`src/hw/rtl/rdc_pkg.sv`:
```
`default_nettype none
package rdc_pkg;

  localparam int MAP_SIDE_DEF = 64;

  localparam int DIST_W   = 20;
  localparam int DIST_MAX = 1048575;
  localparam int POS_W    = 16;
  localparam int VEC_W    = 16;
  localparam int SW_W     = 11;
  localparam int COL_W    = 10;
  localparam int CELL_W   = 6;
  localparam int RAY_W    = 19;
  localparam int COORD_W  = 10;
  localparam int DIVN_W   = 25;
  localparam int DIVD_W   = 19;
  localparam int CFG_IW   = 3;
  localparam int CFG_DW   = 16;

  localparam logic [CFG_IW-1:0] CFG_POS_X   = 3'd0;
  localparam logic [CFG_IW-1:0] CFG_POS_Y   = 3'd1;
  localparam logic [CFG_IW-1:0] CFG_DIR_X   = 3'd2;
  localparam logic [CFG_IW-1:0] CFG_DIR_Y   = 3'd3;
  localparam logic [CFG_IW-1:0] CFG_PLANE_X = 3'd4;
  localparam logic [CFG_IW-1:0] CFG_PLANE_Y = 3'd5;
  localparam logic [CFG_IW-1:0] CFG_WIDTH   = 3'd6;

  localparam logic MODE_WRITE = 1'b0;
  localparam logic MODE_CAST  = 1'b1;

  typedef enum logic [3:0] {
    OP_NONE, OP_CLEAR, OP_WRITE, OP_CAST, OP_CAM, OP_RAYX, OP_RAYY,
    OP_DIVX, OP_DX, OP_DIVY, OP_DY, OP_SIDEX, OP_SIDEY, OP_STEP, OP_FINISH
  } op_t;

  typedef struct packed {
    op_t  op;
    logic off;
  } cmd_t;

  typedef struct packed {
    logic clr_done;
    logic div_busy;
    logic start_out;
    logic step_oob;
    logic hit;
    logic iter_last;
    logic out_free;
  } sts_t;

  typedef enum logic [4:0] {
    S_CLEAR, S_IDLE, S_CAMW, S_CAM, S_RAYX, S_RAYY, S_DIVX, S_DXW, S_DX,
    S_DIVY, S_DYW, S_DY, S_SIDEX, S_SIDEY, S_STEP, S_CHECK, S_DONE
  } state_t;

endpackage
`default_nettype wire

```
`src/hw/rtl/rdc_ctrl.sv`:
```
`default_nettype none
module rdc_ctrl (
  input  wire logic          clk,
  input  wire logic          rst_n,
  input  wire logic          in_valid,
  input  wire logic          in_mode,
  output logic               in_ready,
  input  wire rdc_pkg::sts_t sts,
  output rdc_pkg::cmd_t      cmd
);
  rdc_pkg::state_t state_r, state_nxt;
  logic            off_r, off_nxt;

  always_ff @(posedge clk) begin
    if (!rst_n) begin
      state_r <= rdc_pkg::S_CLEAR;
      off_r   <= 1'b0;
    end else begin
      state_r <= state_nxt;
      off_r   <= off_nxt;
    end
  end

  always_comb begin
    state_nxt = state_r;
    off_nxt   = off_r;
    in_ready  = 1'b0;
    cmd.op    = rdc_pkg::OP_NONE;
    cmd.off   = off_r;
    case (state_r)
      rdc_pkg::S_CLEAR: begin
        cmd.op = rdc_pkg::OP_CLEAR;
        if (sts.clr_done) begin
          state_nxt = rdc_pkg::S_IDLE;
        end
      end
      rdc_pkg::S_IDLE: begin
        in_ready = 1'b1;
        if (in_valid) begin
          if (in_mode == rdc_pkg::MODE_CAST) begin
            cmd.op    = rdc_pkg::OP_CAST;
            state_nxt = rdc_pkg::S_CAMW;
          end else begin
            cmd.op = rdc_pkg::OP_WRITE;
          end
        end
      end
      rdc_pkg::S_CAMW: if (!sts.div_busy) state_nxt = rdc_pkg::S_CAM;
      rdc_pkg::S_CAM: begin
        cmd.op    = rdc_pkg::OP_CAM;
        state_nxt = rdc_pkg::S_RAYX;
      end
      rdc_pkg::S_RAYX: begin
        cmd.op    = rdc_pkg::OP_RAYX;
        state_nxt = rdc_pkg::S_RAYY;
      end
      rdc_pkg::S_RAYY: begin
        cmd.op    = rdc_pkg::OP_RAYY;
        state_nxt = rdc_pkg::S_DIVX;
      end
      rdc_pkg::S_DIVX: begin
        cmd.op    = rdc_pkg::OP_DIVX;
        state_nxt = rdc_pkg::S_DXW;
      end
      rdc_pkg::S_DXW: if (!sts.div_busy) state_nxt = rdc_pkg::S_DX;
      rdc_pkg::S_DX: begin
        cmd.op    = rdc_pkg::OP_DX;
        state_nxt = rdc_pkg::S_DIVY;
      end
      rdc_pkg::S_DIVY: begin
        cmd.op    = rdc_pkg::OP_DIVY;
        state_nxt = rdc_pkg::S_DYW;
      end
      rdc_pkg::S_DYW: if (!sts.div_busy) state_nxt = rdc_pkg::S_DY;
      rdc_pkg::S_DY: begin
        cmd.op    = rdc_pkg::OP_DY;
        state_nxt = rdc_pkg::S_SIDEX;
      end
      rdc_pkg::S_SIDEX: begin
        cmd.op    = rdc_pkg::OP_SIDEX;
        state_nxt = rdc_pkg::S_SIDEY;
      end
      rdc_pkg::S_SIDEY: begin
        cmd.op = rdc_pkg::OP_SIDEY;
        if (sts.start_out) begin
          off_nxt   = 1'b1;
          state_nxt = rdc_pkg::S_DONE;
        end else begin
          state_nxt = rdc_pkg::S_STEP;
        end
      end
      rdc_pkg::S_STEP: begin
        cmd.op    = rdc_pkg::OP_STEP;
        state_nxt = rdc_pkg::S_CHECK;
      end
      rdc_pkg::S_CHECK: begin
        if (sts.step_oob) begin
          off_nxt   = 1'b1;
          state_nxt = rdc_pkg::S_DONE;
        end else if (sts.hit) begin
          off_nxt   = 1'b0;
          state_nxt = rdc_pkg::S_DONE;
        end else if (sts.iter_last) begin
          off_nxt   = 1'b1;
          state_nxt = rdc_pkg::S_DONE;
        end else begin
          state_nxt = rdc_pkg::S_STEP;
        end
      end
      rdc_pkg::S_DONE: begin
        if (sts.out_free) begin
          cmd.op    = rdc_pkg::OP_FINISH;
          state_nxt = rdc_pkg::S_IDLE;
        end
      end
      default: state_nxt = rdc_pkg::S_IDLE;
    endcase
  end
endmodule
`default_nettype wire

```
`config.mk`:
```
export PLATFORM = sky130hd
export DESIGN_NAME = rdc_ctrl
export DESIGN_NICKNAME = d
export VERILOG_FILES = /design/src/hw/rtl/rdc_pkg.sv /design/src/hw/rtl/rdc_ctrl.sv
export SDC_FILE = /design/constraint.sdc
export NUM_CORES = 1
export LEC_CHECK = 0
export BUFFER_PORTS_ARGS = -buffer_cell sky130_fd_sc_hd__buf_2
export CAP_MARGIN = 20
export CELL_PAD_IN_SITES_DETAIL_PLACEMENT = 1
export CELL_PAD_IN_SITES_GLOBAL_PLACEMENT = 2
export CORE_ASPECT_RATIO = 1.2
export CORE_MARGIN = 5
export CORE_UTILIZATION = 28
export CTS_CLUSTER_DIAMETER = 30
export DETAILED_ROUTE_END_ITERATION = 10
export PLACE_DENSITY_LB_ADDON = 0.1
export SYNTH_ARGS = -nofsm -noshare
export SYNTH_HDL_FRONTEND = slang
export SYNTH_SLANG_ARGS = --single-unit
```
`constraint.sdc`:
```
create_clock -name clk -period 1.9 [get_ports clk]
set_clock_uncertainty 0.15 [all_clocks]
set_input_delay 0.285 -clock clk [delete_from_list [all_inputs] [get_ports clk]]
set_output_delay 0.285 -clock clk [all_outputs]
set_load 0.03 [all_outputs]
```
==> out/metrics.cfg, run 1 <==
[min_path]
min_from = rst_n
hp-class = primary input to register
holdPathStages = 2
min_to = state_r[4]

[finish]
drive_above_1_share_pct = 43.6
area_delta_synth_final_pct = 29.3
diodes = 0
fin_nets = 114

[timing]
hold_viol = 0
post-route-min-period_ps = 1840
max_freq_mhz = 543
slew_headroom_pct = 73.6
drv_slew = 0
worst_pin_slew_ps = 395
grt_setup_unrepaired = yes
setup_viol = 0
fin_crit_sh_pct = 97.0
final.setup.tns_ps = 0

[critical_path]
arrival_ps = 1410
r2r_cells = 5
r2r_end = state_r[0]
crit_start = state_r[1]
crit_chain = buf_6 > xnor2_1 > nor2_1 > a32oi_1 > o22ai_1 > buf_4
crit_path_top_delay_cell = dfxtp_4
cp.buffers_inverters = 2
cp_max_fo = 8
crit_path_start_kind = register
worstPathRequired_ps = 1460
rrSetupSlack_ps = 280
worstSetupPathType = register to primary output
end_kind = primary output
cpLargestDelayFamily = flip-flops
r2r_start = state_r[1]
critPathMaxStageDelay_ps = 400

[synthesis]
seq_area_frac_synth_pct = 18.9
synthAdderAreaFrac_pct = 0
synthCells = 81
ys_seq_elements = 6
syn_nets = 92
netlist_area_sq_um = 637
synth_top_family_by_area = compound AO/OA/AOI/OAI gates
ys_types = 38
synth_edf_count = 0
synthMuxAreaShare_pct = 6.29
yosys.area_share.simple_pct = 26.7
yosys_warnings = 0
synth_xor_area_share_pct = 1.38
synth-compound-area-share_pct = 32.8
synth-main-ff-cell = dfxtp_1
synthArstFlopShare_pct = 0
synth.avg_cell_area_sq_um = 7.86

[global_route]
gr-total-overflow = 0
grt_max_degree = 14
grtUsageTotal_pct = 12.9
grt_pass1_wl_um = 3260
grt_pass1_vias = 718
grt_antenna_before_repair = 0

[floorplan]
core_sq_um = 2230
fp.dieH_um = 62.2
ioPinCount = 17
die_w_um = 53.5
start_util_pct = 28.5
fp.dieArea_sq_um = 3330
rows = 19

[route]
viasPerCell = 5.22
wirelength_um = 1910
wl_per_cell_um = 14.5
ant_nets = 0
first_iter_violations = 4
firstDrtPassIters = 3
via_count = 689
drc = 0

[cts]
ctsHoldBuffers = 0
cts_max_level = 1
clock_path_buffers = 2
clock_latency_ps = 250
numCtsBuffers = 3
cts_tree = built
cts_num_sinks = 6
clk_pin_slew_worst_paths_ps = 50
cts-root-buf = clkbuf_4

[power]
peakVddDrop_mv = 0.513
total_power_w = 0.000694
p_per_area_nw_per_um2 = 843
p_leak_nw = 0.333

[placement]
place.gp.congestion = 0.751
dp_hpwl_um = 1550
portBuffers = 16

[job]
maxCapViolCount = 0

[outcome]
status = finished, final reports clean

[cell type report]
type                       count  area [sq um]
timing repair buffer          26           174
inverter                       3          11.3
multi-input combinational     63           444
sequential                     6           133
clock buffer                   3          22.5
tap                           31          38.8
fill                         297          1410
[state kept, by name, indices dropped and copies added (netlist names)]
register and cells:
off_r 1, state_r 5
[routing by layer]
layer / GRT usage, % / up-vias / part of all wire [%]
li1: - / 345 / -
met1: 14.1 / 326 / 41
met2: 22.4 / 13 / 53
met3: 2.63 / 5 / 3.7
met4: 6.71 / 0 / 2.0
met5: 0 / - / 0
[Yosys cell counts, types with 3 or more instances]
master   number  area [sq um]
a21oi_1       5          25.0
nor2_1        7          26.3
dfxtp_1       6           120
o21ai_0       4          20.0
nand2_1       6          22.5
buf_6         4          45.0
mux2i_1       4          40.0
nand3_1       6          30.0
buf_4         3          22.5
[kinds of logic (layout without fill, tap and decap cells)]
group	after synthesis	after routing
xor+xnor	1	1
simple gates	31	31
buf+inv	12	32
compound gates	27	27
mux	4	4
flops	6	6
[stage by stage]
step	std cells	cell area [sq um]	utilization (%)	hold slack (ps)	worst slack, ps
6_report	132	823	36.8	177	57.9
5_1_grt	132	823	36.8	178	-22.9
4_1_cts	130	783	35.1	181	15.6
3_5_place_dp	127	744	33.3	341	102
3_3_place_gp	127	744	33.3	330	125
2_1_floorplan	81	643	-	252	72.5
[timing repair]
| item | CTS | global route |
|---|---|---|
| pin swaps | 0 | 0 |
| setup buffers | 0 | 2 |
| setup endpoints to repair | 4 | 4 |
| resized for setup | 8 | 12 |
[power breakdown]
part	switching [W]	internal (W)
Combinational	0.000222	0.000156
Sequential	0.0000498	0.000143
Clock	0.0000507	0.0000718
Total	0.000323	0.000371
[worst max-delay path by stage]
stage               endpoint  slack [ps]  cells past startpoint
floorplan             cmd[2]          70                      4
global placement      cmd[2]         120                      6
detailed placement    cmd[2]         100                      6
CTS                   cmd[2]          20                      6
global route          cmd[2]         -20                      6
finish                cmd[2]          60                      6
[layout by cell type, fill, tap and decap left out, types with 3 or more instances in the layout]
master,instances
mux2i_1,4
clkbuf_4,4
buf_4,10
o21ai_1,5
nand3_1,6
buf_2,13
a21oi_1,5
nand2_1,6
nor2_1,5
dfxtp_4,3
(Power assumes the default switching activity.)
==> run 2, diff against run 1 <==
--- a/config.mk
+++ b/config.mk
@@ -16,2 +16,3 @@
 export DETAILED_ROUTE_END_ITERATION = 10
+export MAX_ROUTING_LAYER = met4
 export PLACE_DENSITY_LB_ADDON = 0.1
==> constraint.sdc (replaced) <==
create_clock -name clk -period 1.9 [get_ports clk]
set_clock_uncertainty 0.15 [all_clocks]
set_input_delay 0.095 -clock clk [delete_from_list [all_inputs] [get_ports clk]]
set_output_delay 0.095 -clock clk [all_outputs]
set_load 0.03 [all_outputs]
==> run 2 against run 1 <==
Hold slack worse by 150 ps. Non-clock buffer count is 4 lower. Via count is 2.3% lower. Routed wire length is 3.3% lower. Global-route usage is 0.31 points lower. Sequential power is 9% higher. Clock power hardly changed. Total power is 5.3% lower. Critical path type unchanged. Critical endpoint unchanged. Highest routed layer unchanged.
==> out/metrics.cfg, run 2 (synthesis gave the netlist of run 1 again) <==
[timing]
worst_pin_slew_ps = 424  ; was 395 ps
slew_headroom_pct = 71.7  ; was 73.6%
grt_setup_unrepaired = no  ; was yes
fin_crit_sh_pct = 95.2  ; was 97.0%
setup_viol = 0  ; unchanged
max_freq_mhz = 553  ; was 543 MHz
final.setup.tns_ps = 0  ; unchanged
hold_viol = 0  ; unchanged
post-route-min-period_ps = 1810  ; was 1840 ps
drv_slew = 0  ; unchanged

[route]
firstDrtPassIters = 3  ; unchanged
drc = 0  ; unchanged
ant_nets = 0  ; unchanged
viasPerCell = 5.26  ; was 5.22
via_count = 673  ; was 689
wirelength_um = 1850  ; was 1910 um
first_iter_violations = 17  ; was 4
wl_per_cell_um = 14.4  ; was 14.5 um

[global_route]
grt_max_degree = 18  ; was 14
grt-busiest-layer = met2  ; unchanged
use_met2_pct = 19.9  ; was 22.4%
grt_antenna_before_repair = 0  ; unchanged
grt_util_met1_pct = 15.0  ; was 14.1%
grtUsageTotal_pct = 12.6  ; was 12.9%
gr-total-overflow = 0  ; unchanged
grt_pass1_wl_um = 3080  ; was 3260 um
grt_pass1_vias = 673  ; was 718
met3_usage_pct = 1.67  ; was 2.63%

[power]
p_per_area_nw_per_um2 = 868  ; was 843 nW/um^2
peakVddDrop_mv = 0.377  ; was 0.513 mV
p_leak_nw = 0.304  ; was 0.333 nW

[min_path]
min_from = sts[5]  ; was rst_n
hp-class = primary input to register  ; unchanged

[finish]
num-fill-cells = 295  ; was 297
diodes = 0  ; unchanged
biggestRegsByFlops = state_r x5, off_r x1  ; unchanged
drive_above_1_share_pct = 38.1  ; was 43.6%
area_delta_synth_final_pct = 18.9  ; was 29.3%
seq_area_sq_um = 126  ; was 133 sq um
layout_common_cells = 16 x buf_2, 6 x nor2_1, 6 x nand2_1, 6 x nand3_1  ; was 13 x buf_2, 10 x buf_4, 6 x nand2_1, 6 x nand3_1
fin_nets = 110  ; was 114
multi_input_area_sq_um = 430  ; was 444 sq um
layout_commonest_cell = buf_2  ; unchanged
top_register = state_r  ; unchanged
fin_area_sq_um = 757  ; was 823 sq um
largest_reg_flops = 5  ; unchanged

[cts]
cts_num_sinks = 6  ; unchanged
postCtsSetupBuffers = 0  ; unchanged
numCtsBuffers = 3  ; unchanged
clk_pin_slew_worst_paths_ps = 50  ; about the same
cts-root-buf = clkbuf_4  ; unchanged
cts_max_level = 1  ; unchanged
cts_tree = built  ; unchanged
clock_path_buffers = 2  ; unchanged
clock_latency_ps = 250  ; about the same

[floorplan]
die_w_um = 53.5  ; unchanged
core_sq_um = 2230  ; unchanged
fp.dieArea_sq_um = 3330  ; unchanged
rows = 19  ; unchanged
fp.dieH_um = 62.2  ; unchanged
start_util_pct = 28.5  ; unchanged
ioPinCount = 17  ; unchanged

[critical_path]
crit_path_start_kind = register  ; unchanged
worstSetupPathType = register to primary output  ; unchanged
worstPathRequired_ps = 1650  ; was 1460 ps
crit_path_top_delay_cell = dfxtp_2  ; was dfxtp_4
arrival_ps = 1560  ; was 1410 ps
crit_start = state_r[3]  ; was state_r[1]
r2r_start = state_r[1]  ; unchanged
crit_chain = nand2_1 > o32a_1 > o22ai_1 > buf_2  ; was buf_6 > xnor2_1 > nor2_1 > a32oi_1 > o22ai_1 > buf_4
cp_max_fo = 11  ; was 8
end_kind = primary output  ; unchanged
critPathMaxStageDelay_ps = 430  ; was 400 ps

[placement]
portBuffers = 16  ; unchanged
place.gp.congestion = 0.722  ; was 0.751
placed_cell_area_sq_um = 716  ; was 744 sq um
dp_hpwl_um = 1450  ; was 1550 um

[job]
maxCapViolCount = 0  ; unchanged

[outcome]
status = finished, final reports clean  ; unchanged

==> run 2: changes by cell type in the layout (fill, tap and decap cells not counted), moves of 3 or more <==
cell,change
buf_2,+3
buf_4,-5
dfxtp_2,+4
dfxtp_4,-3
o21ai_0,+3
o21ai_1,-3
==> run 2: through the flow <==
stage          total power, W  hold WS, ps  util (%)  setup slack, ps  std cells
4_1_cts              0.000661         23.1      33.7             18.2        128
5_1_grt              0.000701         52.9      33.9             14.8        128
3_5_place_dp         0.000531          244      32.0              178        124
2_1_floorplan        0.000471         62.5         -             69.7         81
6_report             0.000657         29.1      33.9             92.0        128
3_3_place_gp         0.000528          244      32.0              195        124
==> run 2: per-layer routing <==
metal  share of wire (%)  vias up
li1                    -      337
met1                  45      319
met2                  50       13
met3                 3.4        4
met4                 1.4        0
met5                   0        -
==> run 2: where the power goes <==
part           internal [W]  switching (W)
Combinational      0.000129       0.000197
Sequential         0.000145      0.0000657
Clock             0.0000716      0.0000487
==> run 2: layout make-up <==
| class | instances | area share (%) |
|---|---|---|
| timing repair buffer | 22 | 16.9 |
| inverter | 3 | 1.49 |
| clock buffer | 3 | 2.98 |
| multi-input combinational | 63 | 56.9 |
| tap | 31 | 5.12 |
| sequential | 6 | 16.7 |
==> run 2: timing repair <==
item / in CTS / in global routing
endpoints found under the setup margin: 1 / 3
gates resized for setup: 3 / 3
endpoints found under the hold margin: 3 / 0
hold buffers: 1 / 0
==> run 2: worst paths after layout <==
check	to	slack, ps	cells past startpoint
worst max-delay path	cmd[2]	90	4
worst min-delay path	state_r[3]	30	3
worst max register to register	state_r[2]	310	4
worst min register to register	off_r	340	1
==> run 2: critical path, delay by kind of cell (launching register included) <==
kind	cells	cell delay, ps
AO/OA/AOI/OAI	2	480
flip-flops	1	430
buffers and inverters	1	220
AND/OR/NAND/NOR	1	180
==> run 3, diff against run 2 <==
Settings changed: BUFFER_PORTS_ARGS -buffer_cell sky130_fd_sc_hd__buf_2 to not set, CORE_UTILIZATION 28 to 33, DONT_BUFFER_PORTS set to 1, SKIP_LAST_GASP set to 1.
==> run 3 against run 2 <==
Total power up 3.6%. The flow now finishes with violations (hold timing). Non-clock buffer count fell by 6. Critical endpoint unchanged. Via count decreased by 1.8%. Sequential share of layout area about the same. Final cell count fell by 14%. First-iteration DRC count shrank 94%. Combinational power grew 12%. Fmax increased by 2.1%. Clock-buffer cell count unchanged. Largest power group unchanged. Die area decreased by 13%. Utilization up 6.7 points.
==> out/metrics.cfg, run 3 (synthesis gave the netlist of run 1 again) <==
[critical_path]
crit_chain = buf_4 > nor3b_1 > a21oi_1 > o32a_1 > o22ai_1 > buf_4  ; was nand2_1 > o32a_1 > o22ai_1 > buf_2
crit_path_top_delay_cell = dfxtp_2  ; unchanged
cp.buffers_inverters = 2  ; was 1
rrSetupSlack_ps = 230  ; was 310 ps
crit_top_cell = buf_4
r2r_start = state_r[1]  ; unchanged
worstSetupPathType = register to primary output  ; unchanged
worstPathRequired_ps = 1650  ; about the same
critPathMaxStageDelay_ps = 370  ; was 430 ps
r2r_cells = 5  ; was 4
crit_path_start_kind = register  ; unchanged
arrival_ps = 1530  ; was 1560 ps
cpLargestDelayFamily = flip-flops  ; was compound AO/OA/AOI/OAI gates
r2r_end = state_r[2]  ; unchanged
cp_max_fo = 9  ; was 11
end_kind = primary output  ; unchanged

[placement]
dp.cells = 103  ; was 124
place.gp.congestion = 0.762  ; was 0.722
portBuffers = 0  ; was 16
dp_hpwl_um = 1400  ; was 1450 um

[finish]
top_register = state_r  ; unchanged
drive_above_1_share_pct = 29.7  ; was 38.1%
largest_reg_flops = 5  ; unchanged
final-instance-count-excl-fill = 110  ; was 128
diodes = 0  ; unchanged
area_delta_synth_final_pct = 17.9  ; was 18.9%
biggestRegsByFlops = state_r x5, off_r x1  ; unchanged
fin_nets = 104  ; was 110
layout_commonest_cell = buf_4  ; was buf_2
layout_common_cells = 10 x buf_4, 6 x nor2_1, 6 x nand2_1, 6 x nand3_1, 5 x a21oi_1  ; was 16 x buf_2, 6 x nor2_1, 6 x nand2_1, 6 x nand3_1

[route]
first_iter_violations = 1  ; was 17
wirelength_um = 1920  ; was 1850 um
via_count = 661  ; was 673
viasPerCell = 6.01  ; was 5.26
met1_length_um = 820  ; was 840 um
drc = 0  ; unchanged
wl_per_cell_um = 17.5  ; was 14.4 um
routed.top_layer = met4  ; unchanged
firstDrtPassIters = 2  ; was 3
ant_nets = 0  ; unchanged
wl_met3_um = 63  ; unchanged
wl_met2_um = 1000  ; was 921 um

[floorplan]
ioPinCount = 17  ; unchanged
fp.dieArea_sq_um = 2910  ; was 3330 sq um
start_util_pct = 34.4  ; was 28.5%
die_w_um = 50.1  ; was 53.5 um
core_sq_um = 1850  ; was 2230 sq um
fp.dieH_um = 58.1  ; was 62.2 um
rows = 17  ; was 19

[global_route]
grt_max_degree = 14  ; was 18
grt_pass1_wl_um = 3340  ; was 3080 um
gr-total-overflow = 0  ; unchanged
grt_pass1_vias = 707  ; was 673
grtUsageTotal_pct = 15.2  ; was 12.6%
grt_antenna_before_repair = 0  ; unchanged

[cts]
cts_max_level = 1  ; unchanged
postCtsSetupBuffers = 0  ; unchanged
cts-root-buf = clkbuf_4  ; unchanged
clk_pin_slew_worst_paths_ps = 50  ; about the same
numCtsBuffers = 3  ; unchanged
clock_path_buffers = 2  ; unchanged
clock_latency_ps = 240  ; was 250 ps
cts_num_sinks = 6  ; unchanged
cts_tree = built  ; unchanged

[timing]
setup_viol = 0  ; unchanged
fin_crit_sh_pct = 93.2  ; was 95.2%
grt_setup_unrepaired = no  ; unchanged
final.setup.tns_ps = 0  ; unchanged
drv_slew = 0  ; unchanged
post-route-min-period_ps = 1770  ; was 1810 ps
hold_viol = 1  ; was 0
hold_ws_ps = -0.501  ; was 29.1 ps
worst_pin_slew_ps = 400  ; was 424 ps
slew_headroom_pct = 73.3  ; was 71.7%
max_freq_mhz = 565  ; was 553 MHz

[power]
power_switching_w = 0.000314  ; was 0.000311 W
total_power_w = 0.000681  ; was 0.000657 W
p_per_area_nw_per_um2 = 907  ; was 868 nW/um^2
p_sw_share_pct = 46.1  ; was 47.4%
power.share.combinational_pct = 53.5  ; was 49.6%
p_leak_nw = 0.286  ; was 0.304 nW
seq_power_share_pct = 28.9  ; was 32.1%
peakVddDrop_mv = 0.531  ; was 0.377 mV
clock_power_share_pct = 17.6  ; was 18.3%
power.internal_w = 0.000367  ; was 0.000346 W

[min_path]
min_to = state_r[1]  ; was state_r[3]
min_from = sts[4]  ; was sts[5]
hp-class = primary input to register  ; unchanged
holdPathStages = 3  ; unchanged

[outcome]
status = finished with violations  ; was finished, final reports clean
violations = hold timing

[job]
maxCapViolCount = 0  ; unchanged

==> run 3: cell count changes in the layout (fill, tap and decap cells not counted), sizes merged <==
cell and delta:
buf -9, dlygate4sd3 +3
==> run 3: metrics by stage <==
step | util [%] | setup WS [ps] | cell area (sq um)
2_1_floorplan | - | 69.7 | 637
3_3_place_gp | 36.4 | 259 | 673
5_1_grt | 40.6 | 25.0 | 751
3_5_place_dp | 36.4 | 213 | 673
4_1_cts | 39.9 | 22.4 | 738
6_report | 40.6 | 130 | 751
==> run 3: layer usage <==
| layer | vias to the layer above | track usage (%) |
|---|---|---|
| li1 | 325 | - |
| met1 | 319 | 16.4 |
| met2 | 13 | 25.1 |
| met3 | 4 | 3.08 |
| met4 | 0 | 8.99 |
| met5 | - | - |
==> run 3: what timing repair did <==
item                                    CTS  global route
endpoints found under the setup margin    1             4
endpoints found under the hold margin     6             0
resized for setup                         1             6
hold buffers                              4             0
pin swaps                                 0             0
==> run 3: layout make-up <==
type	count	area [sq um]
Fill cell	249	1100
Sequential cell	6	125
Tap cell	19	23.8
Timing Repair Buffer	16	138
Clock buffer	3	22.5
Multi-Input combinational cell	63	430
Inverter	3	11.3
==> run 3: worst max-delay path by stage <==
| stage | start | end | cells past startpoint |
|---|---|---|---|
| global route | state_r[1] | cmd[2] | 7 |
| floorplan | state_r[1] | in_ready | 3 |
| CTS | state_r[1] | cmd[2] | 7 |
| finish | state_r[3] | cmd[2] | 6 |
| global placement | state_r[1] | state_r[2] | 5 |
| detailed placement | state_r[1] | state_r[2] | 5 |
==> run 3: worst register-to-register path: stages, from the launching register on <==
cell	delay (ps)
dfxtp_2	370
buf_4	140
or4b_4	470
o21ai_2	120
o22ai_2	100
a311oi_2	240
==> run 3: power groups by stage <==
stage | Clock [W] | Sequential, W | Combinational (W)
floorplan | 0 | 0.000146 | 0.000325
global placement | 0 | 0.000190 | 0.000345
detailed placement | 0 | 0.000190 | 0.000349
CTS | 0.000124 | 0.000190 | 0.000362
global route | 0.000138 | 0.000197 | 0.000397
finish | 0.000120 | 0.000197 | 0.000364
